[config.mk]
export PLATFORM = sky130hd
export DESIGN_NAME = rgbe_scanline_rle_decoder
export DESIGN_NICKNAME = d
export VERILOG_FILES = /design/src/hdl/rgbe_pkg.sv /design/src/hdl/rgbe_front.sv /design/src/hdl/rgbe_queue.sv /design/src/hdl/rgbe_back.sv /design/src/hdl/rgbe_scanline_rle_decoder.sv
export SDC_FILE = /design/constraint.sdc
export NUM_CORES = 1
export LEC_CHECK = 0
export BUFFER_PORTS_ARGS = -buffer_cell sky130_fd_sc_hd__buf_4
export CAP_MARGIN = 20
export CELL_PAD_IN_SITES_DETAIL_PLACEMENT = 1
export CELL_PAD_IN_SITES_GLOBAL_PLACEMENT = 2
export CORE_ASPECT_RATIO = 1.25
export CORE_MARGIN = 5
export CORE_UTILIZATION = 36
export DETAILED_ROUTE_END_ITERATION = 7
export PLACE_DENSITY_LB_ADDON = 0.2
export RECOVER_POWER = 25
export SKIP_LAST_GASP = 1
export SYNTH_ARGS = -nofsm -noshare
export SYNTH_HDL_FRONTEND = slang
export SYNTH_SLANG_ARGS = --single-unit
[constraint.sdc]
create_clock -name clk -period 4.35 [get_ports clk]
set_clock_uncertainty 0.05 [all_clocks]
set_input_delay 0 -clock clk [delete_from_list [all_inputs] [get_ports clk]]
set_output_delay 0 -clock clk [all_outputs]
set_load 0.02 [all_outputs]
[src/hdl/rgbe_pkg.sv]
// ----------------------------------------------------------------------------
// rgbe_pkg
// Shared types and constants for the RGBE scanline run-length decoder.
// ----------------------------------------------------------------------------
package rgbe_pkg;

  // field widths fixed by the stream format
  localparam int LW_BITS  = 15;   // line_width / line_count registers
  localparam int OUT_DIM  = 15;   // column / row result fields
  localparam int DIM_MAX  = 16;   // widest supported column counter

  localparam logic [7:0] RUN_BASE  = 8'h80;
  localparam logic [2:0] HDR_BYTES = 3'd4;

  // decode phases
  localparam logic [1:0] PH_HEADER = 2'd0;
  localparam logic [1:0] PH_COUNT  = 2'd1;
  localparam logic [1:0] PH_RUN    = 2'd2;
  localparam logic [1:0] PH_LIT    = 2'd3;

  localparam logic [1:0] PLANE_EXP = 2'd3;

  // configuration register indexes
  localparam logic CFG_LINE_WIDTH = 1'b0;
  localparam logic CFG_LINE_COUNT = 1'b1;

  // queue between front and back
  localparam int Q_DEPTH = 2;
  localparam int Q_PTR_W = 1;
  localparam int Q_CNT_W = 2;

  // one decoded value on its way to the back end
  typedef struct packed {
    logic [7:0]         value;
    logic [1:0]         channel;
    logic [DIM_MAX-1:0] column;
    logic [7:0]         rep;       // columns filled
    logic [7:0]         span;      // packet length left, for the overrun check
    logic               end_line;  // packet closed the exponent plane
    logic               restart;   // frame restarted since the last value
  } token_t;

endpackage

[src/hdl/rgbe_front.sv]
// ----------------------------------------------------------------------------
// rgbe_front
// Byte classifier: header skip, packet counts, column and plane tracking.
// Emits one token per decoded value.
// ----------------------------------------------------------------------------
module rgbe_front import rgbe_pkg::*; #(
  parameter int DIM_BITS = 15
) (
  input  logic               clk,
  input  logic               rst,
  input  logic [LW_BITS-1:0] line_width,
  input  logic               accept,
  input  logic [7:0]         data_byte,
  input  logic               frame_start,
  output logic               push,
  output token_t             tok
);

  localparam int CW   = ((DIM_BITS > LW_BITS) ? DIM_BITS : LW_BITS) + 2;
  localparam int SUMW = DIM_BITS + 1;

  logic [1:0]          phase, phase_next;
  logic [2:0]          header_left, header_left_next;
  logic [1:0]          plane, plane_next;
  logic [DIM_BITS-1:0] col_count, col_count_next;
  logic [7:0]          literal_left, literal_left_next;
  logic [6:0]          run_length, run_length_next;
  logic                restart_pend, restart_pend_next;

  logic [7:0]          step;
  logic [SUMW-1:0]     col_sum;
  logic [DIM_BITS-1:0] col_sat;
  logic                at_end;
  logic                end_pkt;

  // saturating column advance and end-of-plane test
  always_comb begin
    step    = (phase == PH_RUN) ? {1'b0, run_length} : 8'd1;
    col_sum = {1'b0, col_count} + SUMW'(step);
    col_sat = col_sum[DIM_BITS] ? '1 : col_sum[DIM_BITS-1:0];
    at_end  = CW'(col_sat) >= CW'(line_width);
  end

  always_comb begin
    phase_next        = phase;
    header_left_next  = header_left;
    plane_next        = plane;
    col_count_next    = col_count;
    literal_left_next = literal_left;
    run_length_next   = run_length;
    restart_pend_next = restart_pend;
    push              = 1'b0;
    end_pkt           = 1'b0;
    tok               = '0;
    tok.value         = data_byte;
    tok.channel       = plane;
    tok.column        = DIM_MAX'(col_count);
    tok.restart       = restart_pend;

    if (accept) begin
      if (frame_start) begin
        // restart; this byte is the first header byte
        phase_next        = PH_HEADER;
        header_left_next  = HDR_BYTES - 3'd1;
        plane_next        = '0;
        col_count_next    = '0;
        literal_left_next = '0;
        run_length_next   = '0;
        restart_pend_next = 1'b1;
      end else begin
        unique case (phase)
          PH_HEADER: begin
            if (header_left > 3'd1) begin
              header_left_next = header_left - 3'd1;
            end else begin
              header_left_next = HDR_BYTES;
              phase_next       = PH_COUNT;
            end
          end
          PH_COUNT: begin
            if (data_byte > RUN_BASE) begin
              run_length_next = 7'(data_byte - RUN_BASE);
              phase_next      = PH_RUN;
            end else if (data_byte != 8'd0) begin
              literal_left_next = data_byte;
              phase_next        = PH_LIT;
            end
          end
          PH_RUN: begin
            push           = 1'b1;
            tok.rep        = {1'b0, run_length};
            tok.span       = {1'b0, run_length};
            col_count_next = col_sat;
            end_pkt        = 1'b1;
          end
          PH_LIT: begin
            push              = 1'b1;
            tok.rep           = 8'd1;
            tok.span          = literal_left;
            col_count_next    = col_sat;
            literal_left_next = literal_left - 8'd1;
            end_pkt           = (literal_left == 8'd1);
          end
          default: ;
        endcase

        if (end_pkt) begin
          phase_next = PH_COUNT;
          if (at_end) begin
            col_count_next = '0;
            if (plane != PLANE_EXP) begin
              plane_next = plane + 2'd1;
            end else begin
              plane_next       = '0;
              phase_next       = PH_HEADER;
              header_left_next = HDR_BYTES;
              tok.end_line     = 1'b1;
            end
          end
        end

        if (push) restart_pend_next = 1'b0;
      end
    end
  end

  always_ff @(posedge clk) begin
    if (rst) begin
      phase        <= PH_HEADER;
      header_left  <= HDR_BYTES;
      plane        <= '0;
      col_count    <= '0;
      literal_left <= '0;
      run_length   <= '0;
      restart_pend <= 1'b0;
    end else begin
      phase        <= phase_next;
      header_left  <= header_left_next;
      plane        <= plane_next;
      col_count    <= col_count_next;
      literal_left <= literal_left_next;
      run_length   <= run_length_next;
      restart_pend <= restart_pend_next;
    end
  end

endmodule

[src/hdl/rgbe_queue.sv]
// ----------------------------------------------------------------------------
// rgbe_queue
// Two-entry token queue between the front and back ends.
// ----------------------------------------------------------------------------
module rgbe_queue import rgbe_pkg::*; (
  input  logic   clk,
  input  logic   rst,
  input  logic   push,
  input  token_t push_tok,
  input  logic   pop,
  output logic   full,
  output logic   valid,
  output token_t head
);

  token_t               entry [Q_DEPTH];
  logic [Q_PTR_W-1:0]   wr_ptr;
  logic [Q_PTR_W-1:0]   rd_ptr;
  logic [Q_CNT_W-1:0]   fill;

  assign full  = (fill == Q_CNT_W'(Q_DEPTH));
  assign valid = (fill != '0);
  assign head  = entry[rd_ptr];

  always_ff @(posedge clk) begin
    if (push) entry[wr_ptr] <= push_tok;
  end

  always_ff @(posedge clk) begin
    if (rst) begin
      wr_ptr <= '0;
      rd_ptr <= '0;
      fill   <= '0;
    end else begin
      if (push) wr_ptr <= wr_ptr + Q_PTR_W'(1);
      if (pop)  rd_ptr <= rd_ptr + Q_PTR_W'(1);
      unique case ({push, pop})
        2'b10:   fill <= fill + Q_CNT_W'(1);
        2'b01:   fill <= fill - Q_CNT_W'(1);
        default: fill <= fill;
      endcase
    end
  end

endmodule

[src/hdl/rgbe_back.sv]
// ----------------------------------------------------------------------------
// rgbe_back
// Row tracking, overrun and end-of-frame flags, and the result register.
// ----------------------------------------------------------------------------
module rgbe_back import rgbe_pkg::*; #(
  parameter int DIM_BITS = 15
) (
  input  logic               clk,
  input  logic               rst,
  input  logic [LW_BITS-1:0] line_width,
  input  logic [LW_BITS-1:0] line_count,
  input  logic               q_valid,
  input  token_t             q_head,
  output logic               pop,
  output logic               out_valid,
  input  logic               out_stall,
  output logic [7:0]         value,
  output logic [1:0]         channel,
  output logic [OUT_DIM-1:0] column,
  output logic [OUT_DIM-1:0] row,
  output logic [7:0]         repeat_res,
  output logic               overrun,
  output logic               frame_done
);

  localparam int CW   = ((DIM_BITS > LW_BITS) ? DIM_BITS : LW_BITS) + 2;
  localparam int SUMW = DIM_BITS + 1;

  logic [DIM_BITS-1:0] row_count;
  logic [DIM_BITS-1:0] row_used;
  logic [SUMW-1:0]     row_inc;
  logic [DIM_BITS-1:0] col_dim;
  logic [CW-1:0]       col_ext;
  logic [CW-1:0]       row_ext;
  logic                done;
  logic                ovr;

  assign pop = q_valid && (!out_valid || !out_stall);

  always_comb begin
    row_used = q_head.restart ? '0 : row_count;
    row_inc  = {1'b0, row_used} + SUMW'(1);
    done     = q_head.end_line && (CW'(row_inc) == CW'(line_count));
    col_dim  = q_head.column[DIM_BITS-1:0];
    ovr      = (CW'(col_dim) + CW'(q_head.span)) > CW'(line_width);
    col_ext  = CW'(col_dim);
    row_ext  = CW'(row_used);
  end

  always_ff @(posedge clk) begin
    if (rst) begin
      out_valid <= 1'b0;
      row_count <= '0;
    end else begin
      if (pop) begin
        out_valid <= 1'b1;
        if (q_head.end_line) begin
          row_count <= done ? '0 : row_inc[DIM_BITS-1:0];
        end else begin
          row_count <= row_used;
        end
      end else if (!out_stall) begin
        out_valid <= 1'b0;
      end
    end
  end

  always_ff @(posedge clk) begin
    if (pop) begin
      value      <= q_head.value;
      channel    <= q_head.channel;
      column     <= col_ext[OUT_DIM-1:0];
      row        <= row_ext[OUT_DIM-1:0];
      repeat_res <= q_head.rep;
      overrun    <= ovr;
      frame_done <= done;
    end
  end

endmodule

[src/hdl/rgbe_scanline_rle_decoder.sv]
// ----------------------------------------------------------------------------
// rgbe_scanline_rle_decoder
// Adaptive run-length scanline decoder for RGBE pixel bytes.
// ----------------------------------------------------------------------------
// Throughput: one byte per cycle, sustained, while the result side keeps up.
// Each value is written into the token queue and then into the result register;
// it can wait in the queue while the result side stalls.
// A two-entry token queue sits between the classifier and the result register;
// input stall rises only when that queue is full.
// Reset (rst, synchronous): header skip at row 0, line_width = line_count = 256.
// ----------------------------------------------------------------------------
module rgbe_scanline_rle_decoder import rgbe_pkg::*; #(
  parameter int DIM_BITS = 15
) (
  input  logic               clk,
  input  logic               rst,
  // configuration
  input  logic               cfg_write,
  input  logic               cfg_index,
  input  logic [LW_BITS-1:0] cfg_data,
  // byte stream
  input  logic               in_valid,
  output logic               in_stall,
  input  logic [7:0]         data_byte,
  input  logic               frame_start,
  // decoded values
  output logic               out_valid,
  input  logic               out_stall,
  output logic [7:0]         value,
  output logic [1:0]         channel,
  output logic [OUT_DIM-1:0] column,
  output logic [OUT_DIM-1:0] row,
  output logic [7:0]         repeat_res,
  output logic               overrun,
  output logic               frame_done
);

  logic [LW_BITS-1:0] line_width;
  logic [LW_BITS-1:0] line_count;
  logic               accept;
  logic               push;
  token_t             push_tok;
  logic               q_full;
  logic               q_valid;
  token_t             q_head;
  logic               pop;

  always_ff @(posedge clk) begin
    if (rst) begin
      line_width <= LW_BITS'(256);
      line_count <= LW_BITS'(256);
    end else if (cfg_write) begin
      unique case (cfg_index)
        CFG_LINE_WIDTH: line_width <= cfg_data;
        CFG_LINE_COUNT: line_count <= cfg_data;
      endcase
    end
  end

  assign in_stall = q_full;
  assign accept   = in_valid && !q_full;

  rgbe_front #(.DIM_BITS(DIM_BITS)) u_front (
    .clk         (clk),
    .rst         (rst),
    .line_width  (line_width),
    .accept      (accept),
    .data_byte   (data_byte),
    .frame_start (frame_start),
    .push        (push),
    .tok         (push_tok)
  );

  rgbe_queue u_queue (
    .clk      (clk),
    .rst      (rst),
    .push     (push),
    .push_tok (push_tok),
    .pop      (pop),
    .full     (q_full),
    .valid    (q_valid),
    .head     (q_head)
  );

  rgbe_back #(.DIM_BITS(DIM_BITS)) u_back (
    .clk        (clk),
    .rst        (rst),
    .line_width (line_width),
    .line_count (line_count),
    .q_valid    (q_valid),
    .q_head     (q_head),
    .pop        (pop),
    .out_valid  (out_valid),
    .out_stall  (out_stall),
    .value      (value),
    .channel    (channel),
    .column     (column),
    .row        (row),
    .repeat_res (repeat_res),
    .overrun    (overrun),
    .frame_done (frame_done)
  );

endmodule

==> impl_metrics.csv <==
group,metric,value,unit
sta,final-setup-viol-count,0,
worst_setup_path,path_delay_family,"compound AO/OA/AOI/OAI gates",
worst_setup_path,required,4.72,ns
sta,relSlewSlack,0.4691,
synth,ys_ff_latch,222,
clock_network,clk_latency,0.54,ns
placement,dp_hpwl,22350,um
drt,routed_via_density,5.172,
worst_setup_path,startpoint_type,"register",
synth,yosysSeqAreaShare,0.5240,
synth,synth_area_leaders,"edfxtp_1 36%, dfxtp_1 16%, ha_1 5.7%",
drt,vias,8431,
sta,max_freq,0.2384,GHz
synth,synthTopCellsByCount,"140 x nand2_1, 133 x edfxtp_1, 89 x dfxtp_1",
sta,finalCritPeriodShare,0.9642,
synth,synth_warnings,0,
drt,wirelength,31290,um
final_layout,drive_gt1_frac,0.2278,
synth,synth_top_area_cell,"edfxtp_1",
drt,firstDrtPassIters,4,
floorplanning,fp.coreArea,30200,sq um
sta,drv_slew,0,
sta,finalHoldViolations,0,
clock_network,clk_pin_slew,0.07,ns
final_layout,final_cells,1630,
synth,synth_top_area_frac,0.3624,
global_route,antenna_found_initial,0,
floorplanning,dieArea,34240,sq um
final_layout,nets,1292,
clock_network,htreeDepth,1,
power,power.switching,0.002149,W
power,power_frac_comb,0.319,
worst_setup_path,cpPeakStageDelay,0.36,ns
synth,synthArstFlopShare,0,
sta,fin_crit,4.194,ns
global_route,grt_pass1_wl,50110,um
drt,route.detailed.drc,0,
drt,ant_nets,0,
global_route,track_usage,0.1816,
worst_setup_path,cp_data_arrival_time,4.57,ns
global_route,grt_pass1_vias,8980,
synth,synth_edf_count,133,
synth,yosys_most_used_dff,"edfxtp_1",
floorplanning,ios,82,
final_layout,fillers,3311,
synth,synth_area,11020,sq um
placement,io_buffers,80,
sta,tightestPinTransition,0.7963,ns
final_layout,num_antenna_cells,0,
power,vdd_drop_max,0.3221,mV
placement,place_congestion,0.8398,
global_route,grt_max_degree,69,
floorplanning,die_w,166.5,um
worst_setup_path,cp_max_fo,7,
clock_network,cts.sinks,222,
power,cellLeakagePower,5.291,nW
sta,rsz0062_at_grt,"yes",
final_layout,regArea,5778,sq um
floorplanning,fp.dieH,205.6,um
power,clock_power_share,0.315,
sta,hold_slack,0.07907,ns
worst_setup_path,endpoint_kind,"register",
final_layout,multi_input_area,5147,sq um
clock_network,cts_tree,"yes",
worst_setup_path,crit_type,"reg -> reg",
run,maxCapViolCount,0,
worst_setup_path,r2r_cells,20,
drt,drt_iter0_markers,409,
worst_setup_path,worstPathCellList,"nor2b_4 -> nand2_2 -> xnor2_2 -> ha_2 -> a211oi_4 -> a2111oi_4 -> o21ai_2 -> o311ai_4 -> nand2_2 -> xor2_1 -> nand2_1 -> ha_4 -> a21o_1 -> a21o_1 -> a21oi_2 -> o21ai_2 -> a21o_1 -> a21oi_4 -> o211ai_1 -> a221oi_1",
synth,avgSynthCellArea,10.54,sq um
worst_setup_path,crit_slowest_cell,"o311ai_4",
hold_path,hold_depth,4,
floorplanning,rows,71,
drt,wire_per_inst,19.20,um
floorplanning,start_util,0.3649,
power,finalPower,0.006825,W
global_route,grt-ovfl-total,0,
clock_network,numCtsBuffers,25,
synth,synth_fp_nets,1127,
synth,ys_types,75,
hold_path,hold_class,"in -> reg",
clock_network,cts-root-buf,"clkbuf_16",
synth,synth_most_common_cell,"nand2_1",
worst_setup_path,cp_num_cells,20,
placement,place_inst,1543,
worst_setup_path,path_buf_inv,0,
power,powerDensity,493.1,nW/um^2
run_status,status,"finished clean",
power,intPower,0.004677,W
synth,netlist_instances,1046,
sta,fin_setup_tns,0,ns
clock_network,cts_max_path_buffers,3,
final_layout,syn2layout_area_growth,25.59,%
power,p_sw_frac,0.3148,
power,pwr-share-seq,0.365,
worst_setup_path,cpMostUsedCell,"a21o_1",
==> layout by cell type (no fill, tap or decap), drive strengths merged, types with 17 or more instances in the layout <==
cell,Yosys,layout
nor3,18,18
mux2,39,39
o21ai,51,51
nand3,25,25
and3,17,17
nor2,62,62
clkbuf,30,38
and2,25,25
buf,14,143
a21o,21,21
inv,43,45
ha,50,50
xnor2,28,28
dlygate4sd3,0,29
nand2,140,140
dfxtp,89,89
xor2,20,20
edfxtp,133,133
a21oi,82,82
==> power by group through the flow <==
stage | clock (W) | sequential [W] | combinational (W)
after detailed placement | 0 | 0.00254 | 0.00213
after global placement | 0 | 0.00254 | 0.00209
final | 0.00215 | 0.00249 | 0.00218
after floorplan | 0 | 0.00263 | 0.00136
after global routing | 0.00231 | 0.00251 | 0.00246
after CTS | 0.00221 | 0.00250 | 0.00217
==> flip-flops by register name, indices dropped and copies added, names as in the netlist, 2 cells and up, named ones only <==
register	flops
u_back.column	15
u_queue.entry	84
u_front.literal_left	8
u_back.repeat_res	7
u_queue.fill	2
u_front.run_length	7
line_count	15
u_back.row_count	15
u_back.channel	2
u_front.phase	2
u_front.header_left	3
u_front.plane	2
u_back.value	8
u_back.row	15
u_front.col_count	15
line_width	15
==> worst reg2reg max path: cells and delay by family (launching register included) <==
family          cells  cell delay (ns)
simple gates        4             0.49
xor+xnor            2             0.33
fa+ha+maj           2             0.49
compound gates     12             2.39
flops               1             0.33
==> path summary, 6_finish.rpt <==
| path | from | end | slack [ns] |
|---|---|---|---|
| max | u_front.phase[1]$_SDFFE_PP0P_ | u_front.col_count[11]$_SDFFE_PP0P_ | 0.16 |
| max reg2reg | u_front.phase[1]$_SDFFE_PP0P_ | u_front.col_count[11]$_SDFFE_PP0P_ | 0.16 |
| min reg2reg | u_front.restart_pend$_SDFFE_PP0P_ | u_queue.entry[0][0]$_DFFE_PP_ | 0.41 |
| min | cfg_write | line_count[14]$_SDFFE_PP0P_ | 0.08 |
==> layout make-up <==
cell class,instances,share of cell area
sequential,222,0.4174
multi-input combinational,737,0.3719
clock inverter,17,0.01302
inverter,43,0.01166
timing repair buffer,182,0.1030
tap,401,0.03625
clock buffer,28,0.04673
==> kinds of logic after synthesis <==
family	Yosys count	synth area share
buffers and inverters	87	0.03213
DFF	222	0.5240
muxes	46	0.04768
xor gates and xnor gates	51	0.04427
other	1	0.0003402
adders and majority gates	51	0.05858
and+or+nand+nor	354	0.1579
AOI/OAI and AO/OA	234	0.1351
==> metrics by stage <==
step	setup slack (ns)	area, sq um	utilization
2_1_floorplan	0.02726	11050	-
3_3_place_gp	-0.2075	12440	0.4118
3_5_place_dp	-0.3149	12440	0.4118
4_1_cts	-0.001210	13680	0.4531
5_1_grt	-0.1257	13840	0.4583
6_report	0.1558	13840	0.4583
==> what timing repair did <==
action | CTS | global route
hold buffers | 29 | 0
setup buffers | 12 | 1
pin swaps | 3 | 22
resized for setup | 10 | 43
setup endpoints to repair | 23 | 25
endpoints found under the hold margin | 75 | 0
==> per-layer routing <==
layer,global-route usage,up-vias,routed length (um),part of all wire
met5,0,-,0,0
met4,0.04677,0,652,0.021
met3,0.02344,42,1061,0.034
met2,0.3411,121,16290,0.52
met1,0.2195,4135,13290,0.42
li1,-,4133,-,-
Note: power is estimated with default switching activity, not from simulation.
